$ cat src/rtl/cfmc_pkg.sv
package cfmc_pkg;

    // Parse phases, one-hot.
    typedef enum logic [3:0] {
        PH_HEADER  = 4'b0001,
        PH_PAYLOAD = 4'b0010,
        PH_TRAILER = 4'b0100,
        PH_HALTED  = 4'b1000
    } t_phase;

    // Configuration register indexes.
    localparam int unsigned C_CFG_IDX_W = 2;
    typedef enum logic [C_CFG_IDX_W-1:0] {
        CFG_EXPECTED_MAGIC = 2'd0,
        CFG_PAYLOAD_LIMIT  = 2'd1
    } t_cfg_idx;

    // Result kinds.
    localparam logic [2:0] KIND_PAYLOAD = 3'd0;
    localparam logic [2:0] KIND_OK      = 3'd1;
    localparam logic [2:0] KIND_MAGIC   = 3'd2;
    localparam logic [2:0] KIND_LENGTH  = 3'd3;
    localparam logic [2:0] KIND_CRC     = 3'd4;

    localparam logic [31:0] C_MAGIC_RESET    = 32'h5253_5448;
    localparam logic [22:0] C_LENGTH_CEILING = 23'd4194304;
    localparam logic [22:0] C_LEN_SAT        = 23'h7F_FFFF;
    localparam logic [31:0] C_CRC_POLY       = 32'hEDB8_8320;
    localparam logic [31:0] C_CRC_INIT       = 32'hFFFF_FFFF;

    // Header and trailer geometry.
    localparam logic [3:0] C_HDR_LAST     = 4'd15;
    localparam logic [1:0] C_TRAILER_LAST = 2'd3;

    typedef struct packed {
        logic [2:0]  kind;
        logic [7:0]  payload_byte;
        logic [7:0]  msg_type;
        logic [7:0]  msg_flags;
        logic [31:0] seq_num;
        logic [22:0] frame_len;
    } t_result;

endpackage

$ cat src/rtl/cfmc_crc32.sv
module cfmc_crc32
    import cfmc_pkg::*;
(
    input  logic [31:0] i_crc,
    input  logic [7:0]  i_byte,
    output logic [31:0] o_crc
);

    logic [31:0] v_crc;

    // Reflected CRC-32, one bit per step, eight steps for the byte.
    always_comb begin
        v_crc = i_crc ^ {24'd0, i_byte};
        for (int k = 0; k < 8; k++) begin
            v_crc = v_crc[0] ? ((v_crc >> 1) ^ C_CRC_POLY) : (v_crc >> 1);
        end
        o_crc = v_crc;
    end

endmodule

$ cat src/rtl/cfmc_parser.sv
module cfmc_parser
    import cfmc_pkg::*;
(
    input  logic        i_clk,
    input  logic        i_rst_n,
    input  logic        i_accept,
    input  logic [7:0]  i_rx_byte,
    input  logic [31:0] i_expected_magic,
    input  logic [22:0] i_payload_limit,
    output logic        o_res_valid,
    output t_result     o_res
);

    t_phase      r_phase, n_phase;
    logic [22:0] r_pos, n_pos;
    logic [31:0] r_crc, n_crc;
    logic [31:0] r_magic, n_magic;
    logic [31:0] r_seq, n_seq;
    logic [7:0]  r_type, n_type;
    logic [7:0]  r_flags, n_flags;
    logic [31:0] r_len, n_len;
    logic [31:0] r_trailer, n_trailer;

    logic [31:0] crc_next;
    logic [22:0] pos_inc;
    logic [31:0] len_shift;
    logic [31:0] trailer_shift;
    logic [22:0] eff_limit;
    logic [31:0] len_out;

    cfmc_crc32 u_crc (
        .i_crc  (r_crc),
        .i_byte (i_rx_byte),
        .o_crc  (crc_next)
    );

    assign pos_inc       = r_pos + 23'd1;
    assign len_shift     = {r_len[23:0], i_rx_byte};
    assign trailer_shift = {r_trailer[23:0], i_rx_byte};
    assign eff_limit     = (i_payload_limit < C_LENGTH_CEILING) ? i_payload_limit
                                                                : C_LENGTH_CEILING;

    always_comb begin
        n_phase     = r_phase;
        n_pos       = r_pos;
        n_crc       = r_crc;
        n_magic     = r_magic;
        n_seq       = r_seq;
        n_type      = r_type;
        n_flags     = r_flags;
        n_len       = r_len;
        n_trailer   = r_trailer;
        o_res_valid = 1'b0;
        o_res.kind  = KIND_PAYLOAD;
        o_res.payload_byte = 8'd0;
        len_out     = r_len;
        if (i_accept) begin
            unique case (r_phase)
                PH_HEADER: begin
                    n_crc   = crc_next;
                    n_pos   = pos_inc;
                    len_out = len_shift;
                    priority if (r_pos[3:2] == 2'd0) begin
                        n_magic = {r_magic[23:0], i_rx_byte};
                    end else if (r_pos[3:2] == 2'd1) begin
                        n_seq = {r_seq[23:0], i_rx_byte};
                    end else if (r_pos[3:0] == 4'd8) begin
                        n_type = i_rx_byte;
                    end else if (r_pos[3:0] == 4'd9) begin
                        n_flags = i_rx_byte;
                    end else if (r_pos[3:2] == 2'd3) begin
                        n_len = len_shift;
                    end else begin
                        // Reserved bytes are skipped.
                    end
                    if (r_pos[3:0] == C_HDR_LAST) begin
                        n_pos = '0;
                        if (r_magic != i_expected_magic) begin
                            n_phase     = PH_HALTED;
                            o_res_valid = 1'b1;
                            o_res.kind  = KIND_MAGIC;
                        end else if (len_shift > {9'd0, eff_limit}) begin
                            n_phase     = PH_HALTED;
                            o_res_valid = 1'b1;
                            o_res.kind  = KIND_LENGTH;
                        end else begin
                            n_phase = (len_shift == 32'd0) ? PH_TRAILER : PH_PAYLOAD;
                        end
                    end
                end
                PH_PAYLOAD: begin
                    n_crc = crc_next;
                    n_pos = pos_inc;
                    if ({9'd0, pos_inc} >= r_len) begin
                        n_pos   = '0;
                        n_phase = PH_TRAILER;
                    end
                    o_res_valid        = 1'b1;
                    o_res.kind         = KIND_PAYLOAD;
                    o_res.payload_byte = i_rx_byte;
                end
                PH_TRAILER: begin
                    n_trailer = trailer_shift;
                    n_pos     = pos_inc;
                    if (r_pos[1:0] == C_TRAILER_LAST) begin
                        o_res_valid = 1'b1;
                        n_pos       = '0;
                        if (~r_crc != trailer_shift) begin
                            n_phase    = PH_HALTED;
                            o_res.kind = KIND_CRC;
                        end else begin
                            n_phase    = PH_HEADER;
                            n_crc      = C_CRC_INIT;
                            n_trailer  = '0;
                            o_res.kind = KIND_OK;
                        end
                    end
                end
                PH_HALTED: begin
                    // Bytes are dropped until reset.
                end
                default: begin
                    n_phase = PH_HALTED;
                end
            endcase
        end
        o_res.msg_type  = r_type;
        o_res.msg_flags = r_flags;
        o_res.seq_num   = r_seq;
        o_res.frame_len = (|len_out[31:23]) ? C_LEN_SAT : len_out[22:0];
    end

    always_ff @(posedge i_clk) begin
        if (!i_rst_n) begin
            r_phase <= PH_HEADER;
            r_pos   <= '0;
            r_crc   <= C_CRC_INIT;
        end else begin
            r_phase <= n_phase;
            r_pos   <= n_pos;
            r_crc   <= n_crc;
        end
    end

    always_ff @(posedge i_clk) begin
        r_magic   <= n_magic;
        r_seq     <= n_seq;
        r_type    <= n_type;
        r_flags   <= n_flags;
        r_len     <= n_len;
        r_trailer <= n_trailer;
    end

    // Once halted, the parser stays halted until reset.
    a_halt_sticky: assert property (@(posedge i_clk) disable iff (!i_rst_n)
        (r_phase == PH_HALTED) |=> (r_phase == PH_HALTED))
        else $error("parser left the halted phase");

    // An error result always halts the parser.
    a_error_halts: assert property (@(posedge i_clk) disable iff (!i_rst_n)
        (o_res_valid && (o_res.kind == KIND_MAGIC || o_res.kind == KIND_LENGTH
                         || o_res.kind == KIND_CRC)) |=> (r_phase == PH_HALTED))
        else $error("error reported without halting");

    // In the payload phase the position stays below the frame length given in the header.
    a_pos_in_range: assert property (@(posedge i_clk) disable iff (!i_rst_n)
        (r_phase == PH_PAYLOAD) |-> ({9'd0, r_pos} < r_len))
        else $error("payload position beyond frame length");

endmodule

$ cat config.mk
export PLATFORM = sky130hd
export DESIGN_NAME = cfmc_parser
export DESIGN_NICKNAME = d
export VERILOG_FILES = /design/src/rtl/cfmc_pkg.sv /design/src/rtl/cfmc_crc32.sv /design/src/rtl/cfmc_parser.sv
export SDC_FILE = /design/constraint.sdc
export NUM_CORES = 1
export LEC_CHECK = 0
export ABC_AREA = 1
export BUFFER_PORTS_ARGS = -buffer_cell sky130_fd_sc_hd__buf_2
export CAP_MARGIN = 30
export CORE_ASPECT_RATIO = 1.4
export CORE_MARGIN = 5
export CORE_UTILIZATION = 30
export DETAILED_ROUTE_END_ITERATION = 8
export SYNTH_ARGS = -nofsm -noshare
export SYNTH_HDL_FRONTEND = slang
export SYNTH_SLANG_ARGS = --single-unit
export TNS_END_PERCENT = 100
$ cat constraint.sdc
create_clock -name i_clk -period 4.6 [get_ports i_clk]
set_input_delay 0.46 -clock i_clk [delete_from_list [all_inputs] [get_ports i_clk]]
set_output_delay 0.46 -clock i_clk [all_outputs]
set_load 0.02 [all_outputs]
# Word level (Yosys, flattened, before mapping)
# Cells that the tools add are included.
[word_totals]
regBits = 195
out_inout_bits = 83
wordCells = 102
[classes]
addsub = 1
order_cmp = 3
n_eq_ne = 16
n_mux = 43
bitwise = 15
reduce_logical = 15
[op_table]
columns = ["operator", "count"]
rows = [
  ["two-way mux 32 bit", 12],
  ["two-way mux 23 bit", 5],
  ["inverter 13 -> 14 bit", 8],
  ["one-hot mux 23 bit (3 select lines)", 1],
  ["inequality test 32 bit", 2],
  ["one-hot mux 32 bit (2 select lines)", 1],
  ["two-way mux 24 bit", 2],
  ["greater-or-equal comparator 23 x 32 -> 1 bit", 1],
  ["greater-than comparator 32 x 23 -> 1 bit", 1],
  ["zero test 32 bit", 1],
  ["inverter 32 bit", 1],
  ["bitwise XOR 32 x 8 -> 32 bit", 1],
  ["two-way mux 4 bit", 6],
  ["adder 23 x 1 -> 23 bit (second input constant)", 1],
  ["< comparator 23 bit (second input constant)", 1],
  ["== test 4 bit (second input constant)", 4],
  ["one-hot mux 4 bit (4 select lines)", 1],
  ["two-way mux 11 bit", 1],
  ["AND reduction 5 bit", 2],
  ["two-way mux 3 bit", 3],
  ["OR reduction 9 bit", 1],
  ["two-way mux 8 bit", 1],
  ["inequality test 2 bit (second input constant)", 4],
  ["AND reduction 4 bit", 2],
  ["18 further kinds", 30],
]

# Depth between registers and ports, before layout
# Gate-level depths: netlist (run 1).
[depth]
ltp_word = 18
depth_mapped = 23

# Hierarchy
# Synthesis (run 1) repeated with hierarchy kept, for this count alone.
[unflattened]
hier_cells = 1385
hier_area_um2 = 11907.7
[by_module_without_submodules]
columns = ["mod", "n_inst", "cells_per_inst", "area_each_um2", "seq_area_each_um2"]
rows = [
  ["cfmc_parser", 1, 1164, 10561.4, 5265.0],
  ["cfmc_crc32", 1, 221, 1346.3, 0.0],
]

# Least setup slack after synthesis (run 1)
# No wires, ideal clock.
[synth_path]
path_type = "register to register"
startpoint = "reg r_phase[2]"
endpoint = "reg r_magic[0], enable pin"
arrival_ns = 3.433
slack_ns = 0.706
path_stages_with_launch = 8
n_path_buf = 2
cell_sequence = "dfxtp_1 -> nor2_1 -> nand3_1 -> nor2_4 -> inv_2 -> buf_2 -> buf_1 -> nor3_1"
[synth_between]
elab_chain_cells = 2
[synth_rtl]
columns = ["element", "line", "rtl"]
rows = [
  ["start, declared", "cfmc_parser.sv:14", "t_phase r_phase, n_phase;"],
  ["start signal, assigned", "cfmc_parser.sv:139", "r_phase <= n_phase;"],
  ["== test 4 x 1 -> 1 bit", "cfmc_parser.sv:58", "unique case (r_phase)"],
  ["AND reduction 3 bit (no line)", "-", ""],
  ["end signal, assigned", "cfmc_parser.sv:146", "r_magic <= n_magic;"],
  ["end, declared", "cfmc_parser.sv:17", "logic [31:0] r_magic, n_magic;"],
]
# No other way between the ends.
# A chain may end at the register's enable or synchronous reset.

# Final worst setup path (run 1)
[layout_path]
startpoint = "reg r_pos[0]"
endpoint = "reg r_pos[11]"
[layout_between]
elab_chain_cells = 4
word_cells_on_any_way = 8
[layout_rtl]
columns = ["element", "line", "rtl"]
rows = [
  ["start, declared", "cfmc_parser.sv:15", "logic [22:0] r_pos, n_pos;"],
  ["start signal, assigned", "cfmc_parser.sv:140", "r_pos <= n_pos;"],
  ["adder 23 x 1 -> 23 bit", "cfmc_parser.sv:37", "assign pos_inc = r_pos + 23'd1;"],
  ["greater-or-equal comparator 23 x 32 -> 1 bit", "cfmc_parser.sv:94", "if ({9'd0, pos_inc} >= r_len) begin"],
  ["two-way mux 23 bit", "cfmc_parser.sv:94", ""],
  ["one-hot mux 23 bit (3 select lines) *", "cfmc_parser.sv:58", ""],
]
# Every way passes the cells marked *; elsewhere a longest branch is shown, timed or not.

==> results.py, run 1 <==
metrics = {
    "cts": {
        "holdBufCountCts": 0,
        "cts_resized": 0,
        "cts_made_buffers": 17,
        "cts_tree": "yes",
        "clk_pin_slew_ps": 80,
        "root_buffer": "clkbuf_16",
        "post_cts_buffers": 0,
        "clk_latency_ps": 450,
        "clockBufferDepth": 2,
        "cts-htree-levels": 4,
        "cts_sinks": 195,
    },
    "timing": {
        "drv_slew": 0,
        "slew_headroom": 0.361,
        "finalSetupViolCount": 0,
        "fin_setup_tns_ps": 0,
        "hold_viol_final": 0,
        "worst_pin_slew_ps": 956,
        "whs_ps": 431,
        "rsz0062_at_grt": "false",
        "fmax_ghz": 0.258,
        "period_share": 0.842,
        "min_period_ps": 3870,
        "layout_setup_ws_ps": 728,
        "fin_worst_skew_ps": 15.1,
    },
    "layout": {
        "final_cell_mix": "379 x nand2_1, 148 x buf_2, 142 x inv_1",
        "postLayoutCoreUtil": 0.354,
        "fin_cells": 1947,
        "area_growth_pct": 16.9,
        "final_area_mm2": 0.0130,
        "layout_commonest_cell": "nand2_1",
        "drive_gt1_frac": 0.173,
        "nets": 1585,
    },
    "synth": {
        "syn-mean-instance-area_um2": 8.40,
        "synth_area_mm2": 0.0111,
        "yosysUniqueCellTypes": 44,
        "ys_ff_latch": 195,
        "synth-edff-count": 136,
        "postSynthCellCount": 1321,
        "ys.flop_type": "edfxtp_1",
        "yosysSeqAreaShare": 0.475,
        "yosysWarnings": 0,
        "synthArstFlopShare": 0,
        "syn_nets": 1440,
    },
    "critical_path": {
        "required_ps": 4910,
        "cpLargestDelayFamily": "simple AND/OR/NAND/NOR gates",
        "path_common_cell": "nand2_1",
        "crit_slowest_cell": "dfxtp_1",
        "cp.buffers_inverters": 3,
        "cp-start-kind": "flop",
        "worstPathMaxFanout": 13,
        "worstSetupEndpointType": "flop",
        "worstSetupPathType": "reg2reg",
        "crit_path_cell_trace": "ha_1 > inv_2 > nor2_4 > nand2_2 > nor2_2 > nand2_1 > nor2_2 > nand3_1 > xnor2_1 > ha_1 > inv_1 > nor3_1 > nand2_1 > nor2_1 > nand2_1 > nand2_1 > nor2_1 > nand2_1 > buf_4 > nand3_1 > nand3_1 > a21oi_1",
        "slowest_delay_ps": 490,
        "crit_arrival_ps": 4180,
    },
    "min_path": {
        "holdCritPathClass": "in2reg",
    },
    "routing": {
        "routed_wl_um": 31500,
        "drc": 0,
        "first_iter_violations": 526,
        "final_antenna_net_count": 0,
        "drt-vias-per-instance": 4.73,
        "dr_total_vias": 9211,
        "dr.pass1.iters": 5,
        "wl_per_cell_um": 16.2,
    },
    "grt": {
        "track_usage": 0.151,
        "grt_pass1_wl_um": 49700,
        "antenna_found_initial": 2,
        "grt_pass1_vias": 8996,
        "overflow": 0,
        "grt_start_max_net_pins": 44,
    },
    "power": {
        "power.density_mw_per_mm2": 550,
        "internal_power_mw": 4.11,
        "netSwitchingPower_mw": 3.02,
        "seqPwrFrac": 0.368,
        "swShare": 0.423,
        "p_leak_nw": 5.73,
        "clockPowerShare": 0.211,
        "p_total_mw": 7.13,
        "pwr-share-comb": 0.421,
        "max-vdd-ir-drop_mv": 0.350,
    },
    "die": {
        "io_pins": 149,
        "dieHeight_um": 238,
        "start_util": 0.303,
        "die_w_um": 173,
        "num_rows": 83,
        "core_mm2": 0.0367,
        "die_area_mm2": 0.0410,
    },
    "placement": {
        "place_congestion": 0.886,
        "dp_slack_ps": 725,
        "post-place-cells": 1914,
        "portBuffers": 148,
        "placed_area_mm2": 0.0124,
        "hpwl_um": 24000,
    },
    "run_status": {
        "outcome": "complete, no violations",
    },
    "job": {
        "maxCapViolations": 0,
    },
}
[kinds of logic after synthesis]
logic type	share of synthesized area
AOI/OAI and AO/OA	0.0668
xor gates and xnor gates	0.0701
adders and majority gates	0.0598
buffers and inverters	0.0692
DFF	0.475
and+or+nand+nor	0.259
[flip-flops by register name, indices dropped and copies added, names as in the netlist]
register and cells:
r_flags 8, r_trailer 24, r_crc 32, r_len 32
r_phase 4, r_magic 32, r_type 8, r_seq 32
r_pos 23
[routing by layer]
layer	share of wire	GRT usage
met1	0.40	0.172
met5	0.00041	0
met4	0.037	0.0709
met3	0.044	0.0286
met2	0.52	0.272
[worst paths after layout]
check | start | end | slack, ps | cells past startpoint
setup / recovery | r_pos[0] | r_pos[11] | 730 | 22
hold / removal | i_rx_byte[0] | r_seq[0] | 430 | 1
setup reg to reg | r_pos[0] | r_pos[11] | 730 | 22
hold reg to reg | r_seq[17] | r_seq[25] | 440 | 0
[power groups by stage]
| stage | clock network (mW) | logic (mW) | registers [mW] |
|---|---|---|---|
| after floorplan | 0 | 2.33 | 2.59 |
| after global placement | 0 | 2.94 | 2.65 |
| after detailed placement | 0 | 2.99 | 2.66 |
| after CTS | 1.55 | 3.00 | 2.62 |
| after global routing | 1.62 | 3.40 | 2.67 |
| final | 1.51 | 3.00 | 2.62 |
[synth_stat cells (all sizes together) (27+ instances only)]
master    n  area share
nand2   388        0.13
inv     156       0.053
edfxtp  136        0.37
nor2    114       0.041
nand3    97       0.044
dfxtp    59        0.11
a21oi    58       0.026
ha       53       0.060
xnor2    46       0.039
xor2     38       0.031
o21ai    28       0.013
or2      28       0.016
nand4    27       0.015
[area by class of cell]
type                       instances  area (um2)
timing repair buffer             162         846
fill                            3759       23700
inverter                         158         593
clock buffer                      18         429
sequential                       195        5270
antenna                            1        2.50
clock inverter                    14         169
tap                              467         584
multi-input combinational        932        5070
[worst register-to-register path, delay by kind of cell (launching register included)]
kind,cells,cell delay (ps)
AO/OA/AOI/OAI,1,90
XOR/XNOR,1,160
adder cells (fa/ha/maj),2,550
buffers and inverters,3,290
flip-flops,1,490
AND/OR/NAND/NOR,15,2160
(Power assumes the default switching activity.)
==> inputs of run 2 (changes only) <==
Clock period 4.6 ns to 3.6 ns, I/O delays scaled along.
==> run 2 against run 1 <==
Global-route usage is 0.055 points higher. First-iteration DRC count down 3.2%. Final cell count grew 0.36%. Die area is the same. Largest cell class unchanged. Design area grew 0.41%. Largest power group unchanged. Combinational power is 29% higher.
==> results.py, run 2 (synthesis results as in run 1) <==
metrics = {
    "die": {
        "io_pins": 149,
        "start_util": 0.303,
        "core_mm2": 0.0367,
        "die_area_mm2": 0.0410,
        "num_rows": 83,
        "dieHeight_um": 238,
        "die_w_um": 173,
    },
    "layout": {
        "final_cell_mix": "378 x nand2_1, 148 x buf_2, 142 x inv_1",
        "drive_gt1_frac": 0.178,
        "seq_area_mm2": 0.00527,
        "final_area_mm2": 0.0130,
        "layout_commonest_cell": "nand2_1",
        "nets": 1593,
        "num-fill-cells": 3761,
        "multi_input_area_mm2": 0.00508,
        "fin_cells": 1954,
        "postLayoutCoreUtil": 0.355,
        "area_growth_pct": 17.4,
    },
    "placement": {
        "hpwl_um": 24200,
        "place_congestion": 0.900,
        "post-place-cells": 1922,
        "portBuffers": 148,
        "placed_area_mm2": 0.0124,
    },
    "grt": {
        "antenna_found_initial": 2,
        "overflow": 0,
        "track_usage": 0.152,
        "grt_pass1_wl_um": 49500,
        "grt_pass1_vias": 9142,
        "grt_start_max_net_pins": 44,
    },
    "cts": {
        "holdBufCountCts": 0,
        "cts-htree-levels": 4,
        "clk_pin_slew_ps": 70,
        "cts_made_buffers": 17,
        "root_buffer": "clkbuf_16",
        "clockBufferDepth": 2,
        "cts_sinks": 195,
        "cts_tree": "yes",
        "clk_latency_ps": 450,
        "post_cts_buffers": 0,
    },
    "min_path": {
        "holdCritPathClass": "in2reg",
        "worstHoldStart": "i_rx_byte[5]",
    },
    "power": {
        "p_leak_nw": 5.77,
        "internal_power_mw": 5.32,
        "max-vdd-ir-drop_mv": 0.418,
        "power.density_mw_per_mm2": 701,
        "pwr-share-comb": 0.424,
        "netSwitchingPower_mw": 3.80,
        "swShare": 0.417,
        "seqPwrFrac": 0.366,
        "clockPowerShare": 0.211,
    },
    "critical_path": {
        "worstSetupPathType": "reg2out",
        "worstPathMaxFanout": 32,
        "crit_arrival_ps": 3060,
        "cp-start-kind": "flop",
        "worstSetupEndpointType": "primary output",
        "path_common_cell": "buf_4",
        "slowest_delay_ps": 420,
        "cp-startpoint": "r_phase[2]",
        "rr_startpoint": "r_pos[1]",
        "crit_slowest_cell": "nand3_1",
        "crit_path_cell_trace": "nor2_1 > nand3_1 > nor2_4 > inv_2 > buf_4 > a211oi_2 > buf_4 > o221ai_1 > buf_2",
        "required_ps": 3240,
        "cpLargestDelayFamily": "simple AND/OR/NAND/NOR gates",
        "cp.buffers_inverters": 4,
    },
    "timing": {
        "fin_worst_skew_ps": 14.5,
        "min_period_ps": 3420,
        "slew_headroom": 0.466,
        "fmax_ghz": 0.292,
        "hold_viol_final": 0,
        "drv_slew": 0,
        "rsz0062_at_grt": "false",
        "finalSetupViolCount": 0,
        "worst_pin_slew_ps": 798,
        "period_share": 0.951,
    },
    "routing": {
        "dr.pass1.iters": 5,
        "routed_wl_um": 31500,
        "dr_total_vias": 9248,
        "first_iter_violations": 509,
        "drc": 0,
        "drt-vias-per-instance": 4.73,
        "final_antenna_net_count": 0,
        "wl_per_cell_um": 16.1,
    },
    "run_status": {
        "outcome": "complete, no violations",
    },
    "job": {
        "maxCapViolations": 0,
    },
}
[run 2: cell count changes in the layout (fill, tap and decap cells not counted), sizes merged]
cell    delta
inv        -3
bufinv     +1
buf        +8
clkinv     +2
clkbuf     -1
[run 2: final timing paths]
kind,slack (ps),depth (start not counted),to
max,180,9,o_res[0]
min,250,1,r_len[5]
max reg2reg,290,22,r_pos[11]
min reg2reg,440,0,r_seq[11]
[run 2: final cells by class]
cell class,instances,share of cell area
flip-flops and latches,195,0.405
diodes,1,0.000192
well taps,467,0.0449
clock buffers,17,0.0327
multi-input cells,932,0.390
repair buffers,170,0.0696
inverters,158,0.0456
clock inverters,14,0.0125
[run 2: metrics by stage]
stage	setup WS (ps)	TNS (ps)	power [mW]	hold WS [ps]
floorplan	-294	-18830	6.28	426
global placement	213	0	7.18	424
detailed placement	176	0	7.24	435
CTS	153	0	9.19	211
global route	9.90	0	9.82	236
finish	175	0	9.12	254
[run 2: repair_timing]
| item | CTS | global route |
|---|---|---|
| endpoints found under the hold margin | 0 | 0 |
| resized for setup | 0 | 1 |
| endpoints found under the setup margin | 0 | 18 |
[run 2: routing by layer]
metal,up-vias,share of wire,GRT usage
met4,0,0.027,0.0591
met1,4295,0.40,0.172
li1,4645,-,-
met5,-,0,0
met2,254,0.53,0.280
met3,54,0.047,0.0288
[run 2: power groups by stage]
| stage | clock, mW | combinational [mW] | sequential (mW) |
|---|---|---|---|
| after global routing | 2.06 | 4.36 | 3.40 |
| after floorplan | 0 | 2.97 | 3.30 |
| after detailed placement | 0 | 3.86 | 3.38 |
| after CTS | 1.98 | 3.88 | 3.33 |
| final | 1.92 | 3.86 | 3.33 |
| after global placement | 0 | 3.81 | 3.37 |
==> inputs of run 3 (changes only) <==
Settings changed: CORE_UTILIZATION 30 to 53, PLACE_DENSITY set to 0.74.
==> run 3 against run 2 <==
Register-to-register slack improved by 110 ps. Combinational power up 2%. Maximum frequency up 5.8%. Critical endpoint is now o_res[79].
==> results.py, run 3 (synthesis results as in run 1) <==
metrics = {
    "routing": {
        "dr.pass1.iters": 5,
        "dr_total_vias": 9399,
        "drt-vias-per-instance": 5.40,
        "final_antenna_net_count": 0,
        "drc": 0,
        "routed_wl_um": 29500,
        "wl_per_cell_um": 17.0,
        "first_iter_violations": 674,
    },
    "die": {
        "die_w_um": 132,
        "num_rows": 62,
        "io_pins": 149,
        "start_util": 0.540,
        "die_area_mm2": 0.0240,
        "dieHeight_um": 181,
        "core_mm2": 0.0206,
    },
    "timing": {
        "hold_viol_final": 0,
        "drv_slew": 0,
        "fin_setup_tns_ps": 0,
        "finalSetupViolCount": 0,
        "period_share": 0.899,
        "layout_setup_ws_ps": 364,
        "rsz0062_at_grt": "false",
        "fmax_ghz": 0.309,
        "worst_pin_slew_ps": 778,
        "slew_headroom": 0.480,
        "fin_worst_skew_ps": 12.9,
        "min_period_ps": 3240,
    },
    "critical_path": {
        "crit_path_cell_trace": "inv_1 > nand2_1 > nand2_2 > inv_1 > ha_1 > nand2_1 > nor2_1 > nand2_1 > nor2_1 > nand2_1 > nor2_2 > nand2_1 > nor2_1 > nand2_1 > a21oi_1 > buf_2",
        "crit_slowest_cell": "dfxtp_1",
        "path_common_cell": "nand2_1",
        "slowest_delay_ps": 360,
        "worstSetupEndpointType": "primary output",
        "crit_arrival_ps": 2880,
        "worstPathMaxFanout": 7,
        "cp-start-kind": "flop",
        "required_ps": 3240,
        "worstSetupPathType": "reg2out",
    },
    "cts": {
        "holdBufCountCts": 0,
        "cts_tree": "yes",
        "clk_pin_slew_ps": 80,
        "clockBufferDepth": 2,
        "cts-htree-levels": 4,
        "cts_sinks": 195,
        "root_buffer": "clkbuf_16",
        "clk_latency_ps": 440,
        "cts_made_buffers": 17,
    },
    "grt": {
        "grt_pass1_vias": 9078,
        "grt_start_max_net_pins": 44,
        "antenna_found_initial": 2,
        "grt_pass1_wl_um": 46800,
        "overflow": 0,
        "track_usage": 0.244,
    },
    "placement": {
        "post-place-cells": 1707,
        "place_congestion": 0.953,
        "placed_area_mm2": 0.0121,
        "dp_slack_ps": 124,
        "portBuffers": 148,
        "hpwl_um": 22200,
    },
    "layout": {
        "final_area_mm2": 0.0128,
        "area_growth_pct": 15.0,
        "fin_cells": 1742,
        "layout_commonest_cell": "nand2_1",
        "nets": 1591,
        "drive_gt1_frac": 0.180,
        "final_cell_mix": "378 x nand2_1, 148 x buf_2, 142 x inv_1",
    },
    "power": {
        "p_leak_nw": 5.75,
        "power.density_mw_per_mm2": 715,
        "max-vdd-ir-drop_mv": 0.424,
    },
    "run_status": {
        "outcome": "complete, no violations",
    },
    "job": {
        "maxCapViolations": 0,
    },
    "min_path": {
        "holdCritPathClass": "in2reg",
    },
}
==> run 3: cell count changes in the layout (fill, tap and decap cells not counted), sizes merged <==
cell      delta
clkinv       +1
clkinvlp     +1
inv          -1
bufinv       -1
diode        +1
buf          -2
==> run 3: area by class of cell <==
type / count / area, um2
fillers: 1748 / 7810
flip-flops and latches: 195 / 5270
multi-input cells: 932 / 5090
repair buffers: 168 / 891
inverters: 158 / 593
clock buffers: 17 / 425
well taps: 256 / 320
clock inverters: 14 / 160
diodes: 2 / 5.00
==> run 3: timing repair <==
action,in CTS,in global routing
setup endpoints to repair,0,27
setup buffers,0,2
gates resized for setup,0,6
==> run 3: through the flow <==
step	hold slack, ps	power (mW)	util
2_1_floorplan	426	6.28	-
5_1_grt	313	9.77	0.620
6_report	323	9.12	0.620
3_5_place_dp	427	7.22	0.590
3_3_place_gp	426	7.12	0.590
4_1_cts	315	9.11	0.618
==> run 3: path summary, 6_finish.rpt <==
kind / from / to / slack [ps] / depth (start not counted)
max: r_crc[3] / o_res[79] / 360 / 16
min: i_rx_byte[0] / r_seq[0] / 320 / 1
max reg2reg: r_pos[2] / r_pos[21] / 400 / 21
min reg2reg: r_seq[2] / r_seq[10] / 450 / 0
==> run 3: where the power goes <==
| part | leakage (nW) | total [mW] | switching, mW | internal (mW) |
|---|---|---|---|---|
| combinational | 3.75 | 3.92 | 2.51 | 1.42 |
| sequential | 1.72 | 3.34 | 0.411 | 2.92 |
| clock | 0.277 | 1.86 | 0.936 | 0.926 |
==> run 3: routing by layer <==
layer  vias up  share of wire  track usage
met5         -              0            0
met4         0          0.036        0.104
met3        73          0.045       0.0415
met2       279           0.52        0.447
met1      4404           0.40        0.279
li1       4643              -            -
==> run 3: critical path: cells and delay by family, from the launching register on <==
family	cells	cell delay, ps
and+or+nand+nor	11	1300
AOI/OAI and AO/OA	1	150
adders and majority gates	1	180
DFF	1	360
buffers and inverters	3	440
